===== src/design/rsr_pkg.sv =====
// ----------------------------------------------------------------------------
// rsr_pkg
// Shared types, constants and helpers for the reference-counted slot registry.
// ----------------------------------------------------------------------------
package rsr_pkg;

    localparam int SLOT_W    = 12;
    localparam int SLOTS     = 1 << SLOT_W;
    localparam int FRESH_W   = SLOT_W + 1;
    localparam int ISSUED_W  = 31;
    localparam int WORD_W    = 64;
    localparam int BAL_W     = 32;
    localparam int KIND_W    = 3;
    localparam int STRIDE_W  = 4;
    localparam int IN_DATA_W = 48;
    localparam int OUT_DATA_W = 16;

    localparam logic [BAL_W-1:0] BALANCE_BIAS = 32'h8000_0000;

    // Input kind codes as they arrive on the stream
    localparam logic [KIND_W-1:0] KIND_ALLOC   = 3'd0;
    localparam logic [KIND_W-1:0] KIND_RETAIN  = 3'd1;
    localparam logic [KIND_W-1:0] KIND_RELEASE = 3'd2;
    localparam logic [KIND_W-1:0] KIND_SEAL    = 3'd3;
    localparam logic [KIND_W-1:0] KIND_FREE    = 3'd4;

    // Classified operation; NOP covers unknown kinds and a free of slot zero
    typedef enum logic [2:0] {
        OP_NOP,
        OP_ALLOC,
        OP_RETAIN,
        OP_RELEASE,
        OP_SEAL,
        OP_FREE
    } op_t;

    typedef struct packed {
        op_t                 op;
        logic [SLOT_W-1:0]   slot;
        logic                start_sealed;
        logic [ISSUED_W-1:0] issued;
    } q_entry_t;

    typedef struct packed {
        logic     valid;
        q_entry_t item;
    } q_head_t;

    // Fresh slot scatter: with a power-of-two stride the (f % cols) * stride
    // + f / cols mapping is a left rotation of the slot number by log2(stride).
    // Strides beyond SLOTS saturate, and rotating by SLOT_W is the identity.
    function automatic logic [SLOT_W-1:0] fresh_slot(
        input logic [SLOT_W-1:0]   f,
        input logic [STRIDE_W-1:0] lg
    );
        logic [STRIDE_W-1:0]   lg_sat;
        logic [2*SLOT_W-1:0]   dbl;
        begin
            lg_sat = (lg > STRIDE_W'(SLOT_W)) ? STRIDE_W'(SLOT_W) : lg;
            dbl    = {f, f} << lg_sat;
            return dbl[2*SLOT_W-1:SLOT_W];
        end
    endfunction

endpackage


===== src/design/rsr_front.sv =====
// ----------------------------------------------------------------------------
// rsr_front
// Accepts input transactions, classifies them and queues them for the back end.
// ----------------------------------------------------------------------------
module rsr_front (
    input  logic                          clk,
    input  logic                          rst_n,
    input  logic                          s_axis_tvalid,
    output logic                          s_axis_tready,
    input  logic [rsr_pkg::IN_DATA_W-1:0] s_axis_tdata,
    input  logic [rsr_pkg::KIND_W-1:0]    s_axis_tuser,
    output rsr_pkg::q_head_t              q_head,
    input  logic                          q_pop
);
    import rsr_pkg::*;

    localparam int Q_DEPTH = 2;

    q_entry_t          q_mem [Q_DEPTH];
    logic              wr_ptr_reg, wr_ptr_next;
    logic              rd_ptr_reg, rd_ptr_next;
    logic [1:0]        count_reg, count_next;
    logic              push;
    logic              pop;
    q_entry_t          entry;
    logic [SLOT_W-1:0] in_slot;

    assign in_slot = s_axis_tdata[SLOT_W-1:0];

    // classify
    always_comb
    begin
        entry.slot         = in_slot;
        entry.start_sealed = s_axis_tdata[SLOT_W];
        entry.issued       = s_axis_tdata[SLOT_W+ISSUED_W:SLOT_W+1];
        unique case (s_axis_tuser)
            KIND_ALLOC:   entry.op = OP_ALLOC;
            KIND_RETAIN:  entry.op = OP_RETAIN;
            KIND_RELEASE: entry.op = OP_RELEASE;
            KIND_SEAL:    entry.op = OP_SEAL;
            KIND_FREE:    entry.op = (in_slot != '0) ? OP_FREE : OP_NOP;
            default:      entry.op = OP_NOP;
        endcase
    end

    assign s_axis_tready = (count_reg != 2'(Q_DEPTH));
    assign push          = s_axis_tvalid && s_axis_tready;
    assign pop           = q_pop && (count_reg != 2'd0);

    assign q_head.valid = (count_reg != 2'd0);
    assign q_head.item  = q_mem[rd_ptr_reg];

    always_comb
    begin
        wr_ptr_next = push ? ~wr_ptr_reg : wr_ptr_reg;
        rd_ptr_next = pop  ? ~rd_ptr_reg : rd_ptr_reg;
        count_next  = count_reg + 2'(push) - 2'(pop);
    end

    always_ff @(posedge clk or negedge rst_n)
    begin
        if (!rst_n)
        begin
            wr_ptr_reg <= 1'b0;
            rd_ptr_reg <= 1'b0;
            count_reg  <= 2'd0;
        end
        else
        begin
            wr_ptr_reg <= wr_ptr_next;
            rd_ptr_reg <= rd_ptr_next;
            count_reg  <= count_next;
        end
    end

    always_ff @(posedge clk)
    begin
        if (push)
        begin
            q_mem[wr_ptr_reg] <= entry;
        end
    end

endmodule


===== config.mk =====
export PLATFORM = sky130hd
export DESIGN_NAME = rsr_front
export DESIGN_NICKNAME = d
export VERILOG_FILES = /design/src/design/rsr_pkg.sv /design/src/design/rsr_front.sv
export SDC_FILE = /design/constraint.sdc
export NUM_CORES = 1
export LEC_CHECK = 0
export ABC_CLOCK_PERIOD_IN_PS = 5600
export BUFFER_PORTS_ARGS = -buffer_cell sky130_fd_sc_hd__buf_2
export CAP_MARGIN = 20
export CORE_MARGIN = 2
export CORE_UTILIZATION = 40
export DETAILED_ROUTE_END_ITERATION = 16
export PLACE_DENSITY_LB_ADDON = 0.15
export SLEW_MARGIN = 20
export SYNTH_ARGS = -nofsm -noshare
export SYNTH_HDL_FRONTEND = slang
export SYNTH_SLANG_ARGS = --single-unit

===== constraint.sdc =====
create_clock -name clk -period 5.6 [get_ports clk]
set_clock_uncertainty 0.15 [all_clocks]
set_input_delay 0.28 -clock clk [delete_from_list [all_inputs] [get_ports clk]]
set_output_delay 0.28 -clock clk [all_outputs]
set_load 0.1 [all_outputs]

==> results of run 1 <==
-- stage by stage --
| step | instance area (µm²) | setup slack (ps) | hold WS, ps |
|---|---|---|---|
| 2_1_floorplan | 3730 | 1580 | -166 |
| 3_3_place_gp | 4350 | 3160 | -58.7 |
| 3_5_place_dp | 4350 | 3180 | -58.1 |
| 4_1_cts | 4960 | 2780 | 51.6 |
| 5_1_grt | 4960 | 2740 | 80.5 |
| 6_report | 4960 | 2860 | 74.0 |
-- cell type report --
type / count / area (µm²)
fill: 769 / 4190
sequential: 98 / 2920
timing repair buffer: 147 / 968
multi-input combinational: 69 / 769
tap: 111 / 139
clock buffer: 10 / 128
clock inverter: 5 / 32.5
inverter: 1 / 3.75
-- kinds of logic (layout without fill, tap and decap cells) --
group / after synthesis / after routing / synth area share, %
mux: 47 / 47 / 16.2
fa+ha+maj: 2 / 2 / 0.671
simple gates: 12 / 12 / 1.81
buf+inv: 6 / 163 / 1.27
compound gates: 3 / 3 / 0.537
xor+xnor: 5 / 5 / 1.17
flops: 98 / 98 / 78.3
-- tightest hold or removal path, cell delays in order --
cell	delay [ps]
buf_2	70
and2_4	130
xor2_1	50
-- layer usage --
metal,wire length [µm],track usage [%],part of all wire [%],up-vias
met5,0,0,0,-
met4,76,6.95,1.2,0
met3,337,3.61,5.1,7
met2,3270,21.7,50,61
met1,2870,16.1,44,991
li1,-,-,-,980
-- cell usage after synthesis --
library cell / count / area share, %
edfxtp_1: 94 / 76
mux2_2: 27 / 8.1
mux2_4: 20 / 8.0
dfrtp_1: 4 / 2.7
xnor2_1: 4 / 0.94
buf_6: 3 / 0.91
nor4_1: 3 / 0.50
buf_2: 2 / 0.27
ha_1: 2 / 0.67
nand2_1: 2 / 0.20
nand2b_1: 2 / 0.34
nor2_1: 2 / 0.20
a21oi_1: 1 / 0.13
a31o_2: 1 / 0.23
and2_4: 1 / 0.23
and3_1: 1 / 0.17
inv_1: 1 / 0.10
o22ai_1: 1 / 0.17
or2_1: 1 / 0.17
xor2_1: 1 / 0.23
-- final timing paths --
check                              from            to  slack, ps  cells past startpoint
setup / recovery             rd_ptr_reg    q_head[43]       2860                      3
hold / removal                    q_pop    rd_ptr_reg         70                      3
setup reg to reg           count_reg[1]  q_mem[0][33]       3370                      4
hold reg to reg            count_reg[1]  count_reg[1]        370                      1
max in group asynchronous         rst_n    rd_ptr_reg       5050                      2
min in group asynchronous         rst_n  count_reg[0]        120                      2
-- timing repair --
item / CTS / global route
hold buffers: 45 / 0
endpoints found under the hold margin: 92 / 0
gates resized for setup: 0 / 0
==> qor.csv, run 1 <==
metric,value,unit
clkTransAtPathRegs,80,ps
drc,0,
final_common_cell,buf_2,
htreeDepth,3,
clock_path_buffers,2,
ant_nets,0,
ys_types,20,
ys_seq_area_share,78.3,%
vias_per_cell,4.62,
cts_tree,done,
grt_max_degree,30,
netlist_instances,173,
grt_pass1_wl,10.0,mm
outcome,"complete, no violations",
worst_ep_required_time,5170,ps
ys_seq_elements,98,
crit_chain,buf_4 -> mux2_2 -> buf_2,
crit_type,reg -> out,
antenna_found_initial,0,
diodes,0,
finalWorstPathRequiredPeriod,2740,ps
avgSynthCellArea,21.6,µm²
syn_area,3730,µm²
layoutNonFillerInstCount,441,
die_w,101,µm
initialDrtViolationCount,45,
first_pass_iters,4,
startpoint_type,flip-flop,
port_buffers,99,
coreArea,9150,µm²
fin_nets,383,
clock_sinks,98,
mappedNetlistNets,230,
drive_gt1_share,50.6,%
gp_congestion,0.690,
tightestPinTransition,742,ps
critPathBufInv,2,
post_cts_buffers,0,
largest_register_ffs,94,
first_global_vias,2132,
area_growth,33.1,%
utilization,54.2,%
setup_viol,0,
hold_violations,0,
overflow,0,
die-area,10100,µm²
ys_warn_count,0,
maxCapViolCount,0,
rsz0062_at_grt,no,
period_share,48.8,%
final_cell_mix,"buf_2 (99), edfxtp_1 (94), dlygate4sd3_1 (45), mux2_2 (27), mux2_4 (20)",
ioPinCount,104,
vias,2039,
hpwl,3.93,mm
fmax,0.366,GHz
start_util,40.8,%
critical-path-max-stage-delay,730,ps
place_inst,381,
num_rows,35,
insertion_delay,340,ps
end_kind,output port,
relSlewSlack,50.4,%
cpMaxStageDelayCell,dfrtp_2,
fp.dieH,101,µm
crit_family,buffers and inverters,
worst_ep_arrival_time,2310,ps
worstHoldPathType,in -> reg,
cp_max_fo,29,
final_max_slew_viol_count,0,
drt_wl_total,6.55,mm
ctsRootBufferMaster,clkbuf_8,
wl_per_cell,14.9,µm
final.setup.tns,0,ps
cts_made_buffers,9,
groute.usage.overall,13.3,%
Power of run 1 is left out: the tool's default activity adds up to more than one toggle a clock period on the data nets, which glitch-free logic cannot reach.
==> run 2: changes to the inputs <==
--- a/config.mk
+++ b/config.mk
@@ -5,7 +5,7 @@
 export SDC_FILE = /design/constraint.sdc
 export NUM_CORES = 1
 export LEC_CHECK = 0
-export ABC_CLOCK_PERIOD_IN_PS = 5600
+export ABC_CLOCK_PERIOD_IN_PS = 2400
 export BUFFER_PORTS_ARGS = -buffer_cell sky130_fd_sc_hd__buf_2
 export CAP_MARGIN = 20
 export CORE_MARGIN = 2
==> constraint.sdc (replaced) <==
create_clock -name clk -period 2.4 [get_ports clk]
set_clock_uncertainty 0.15 [all_clocks]
set_input_delay 0.12 -clock clk [delete_from_list [all_inputs] [get_ports clk]]
set_output_delay 0.12 -clock clk [all_outputs]
set_load 0.1 [all_outputs]
==> qor.csv, run 2 (same netlist as run 1, synthesis figures left out) <==
metric,value,unit,change
r2r_cells,7,,+3
clock_sinks,98,,unchanged
crit_cells,3,,unchanged
drc,0,,unchanged
use_met2,22.3,%,+0.56 points
drt_wl_total,6.59,mm,+0.56%
vias_per_cell,4.68,,+1.1%
setup_viol,0,,unchanged
initialDrtViolationCount,59,,+31%
critical-path-max-stage-delay,390,ps,-340 ps
coreArea,9150,µm²,unchanged
die-area,10100,µm²,unchanged
r2r-end,count_reg[1],,
cts_made_buffers,9,,unchanged
critPathBufInv,2,,unchanged
ctsRootBufferMaster,clkbuf_8,,
clock_path_buffers,2,,unchanged
grt_pass1_wl,10.1,mm,+1.1%
tightestPinTransition,509,ps,-234 ps
grt_most_used_layer,met2,,
area_growth,36.0,%,
r2r_setup_slack,590,ps,-2780 ps
wl_per_cell,14.7,µm,-1.0%
r2r_start,count_reg[1],,
fin_nets,391,,+2.1%
cpMaxStageDelayCell,mux2_2,,
first_pass_iters,4,,unchanged
vias,2095,,+2.7%
period_share,85.1,%,
groute.usage.overall,13.4,%,+0.13 points
crit_type,reg -> out,,
layoutNonFillerInstCount,448,,+1.6%
hpwl,4.15,mm,+5.7%
htreeDepth,3,,unchanged
clkTransAtPathRegs,80,ps,about the same
die_w,101,µm,unchanged
crit_family,buffers and inverters,,
final_max_slew_viol_count,0,,unchanged
min_to,q_mem[0][45],,
antenna_found_initial,0,,unchanged
place_inst,384,,+0.79%
gp_congestion,0.699,,+1.2%
fill_cells,752,,-2.2%
fp.dieH,101,µm,unchanged
use_met3,3.88,%,+0.28 points
num_rows,35,,unchanged
post_dp_cell_area,4380,µm²,+0.57%
worst_ep_required_time,2130,ps,-3040 ps
end_kind,output port,,
grt_max_degree,28,,-6.7%
fmax,0.489,GHz,
final_common_cell,buf_2,,
ioPinCount,104,,unchanged
cp_max_fo,27,,-6.9%
finalWorstPathRequiredPeriod,2040,ps,
use_met1,16.1,%,-0.044 points
stdcell_area,5080,µm²,+2.2%
relSlewSlack,66.3,%,+16 points
first_global_vias,2114,,-0.84%
final.setup.tns,0,ps,unchanged
outcome,"complete, no violations",,
crit_chain,buf_4 -> mux2_2 -> buf_2,,
post_cts_buffers,0,,unchanged
drive_gt1_share,50.4,%,-0.16 points
whs_path_depth,3,,unchanged
start_util,40.8,%,unchanged
insertion_delay,340,ps,about the same
port_buffers,99,,unchanged
worstHoldPathType,in -> reg,,
overflow,0,,unchanged
hold_start,s_axis_tuser[1],,
maxCapViolCount,0,,unchanged
largest_register_ffs,94,,unchanged
final_cell_mix,"buf_2 (99), edfxtp_1 (94), dlygate4sd3_1 (50), mux2_2 (27), mux2_4 (20)",,
startpoint_type,flip-flop,,
cts_tree,done,,
rsz0062_at_grt,no,,
ant_nets,0,,unchanged
hold_violations,0,,unchanged
worst_ep_arrival_time,1770,ps,-540 ps
diodes,0,,unchanged
-- run 2: changes by cell type in the layout (fill, tap and decap cells not counted), moves of 2 or more --
cell,before,now
clkinvlp_4,2,0
bufinv_16,0,2
buf_4,3,6
dlygate4sd3_1,45,50
-- run 2: tightest hold or removal path, cell delays in order --
cell     delay [ps]
buf_2           110
xnor2_1          70
nor2_1          110
-- run 2: final cells by class --
cell class | instances | area [µm²] | area share, %
Inverter | 1 | 3.75 | 0.0739
Tap cell | 111 | 139 | 2.74
Multi-Input combinational cell | 69 | 772 | 15.2
Sequential cell | 98 | 2920 | 57.6
Clock buffer | 10 | 128 | 2.51
Timing Repair Buffer | 155 | 1040 | 20.5
Clock inverter | 4 | 68.8 | 1.36
-- run 2: worst max path at each step --
| stage | startpoint | to |
|---|---|---|
| after floorplan | count_reg[0] | q_mem[0][0] |
| after global placement | count_reg[1] | count_reg[1] |
| after detailed placement | count_reg[1] | count_reg[1] |
| after CTS | rd_ptr_reg | q_head[1] |
| after global routing | rd_ptr_reg | q_head[1] |
| final | rd_ptr_reg | q_head[1] |
-- run 2: through the flow --
stage	setup WS [ps]	hold slack [ps]	utilization [%]
2_1_floorplan	27.9	-326	-
3_3_place_gp	595	-218	47.8
3_5_place_dp	591	-217	47.8
4_1_cts	317	33.0	55.5
5_1_grt	253	39.6	55.5
6_report	357	48.0	55.5
-- run 2: layer usage --
layer | vias to the layer above | wire (µm)
met5 | - | 0
met4 | 0 | 148
met3 | 13 | 289
met2 | 61 | 3320
met1 | 1022 | 2830
li1 | 999 | -
-- run 2: what timing repair did --
item                      4_1_cts  5_1_grt
hold buffers                   50        0
hold endpoints to repair      100        0
resized for setup               0        0
Power of run 2 is left out for the same reason.
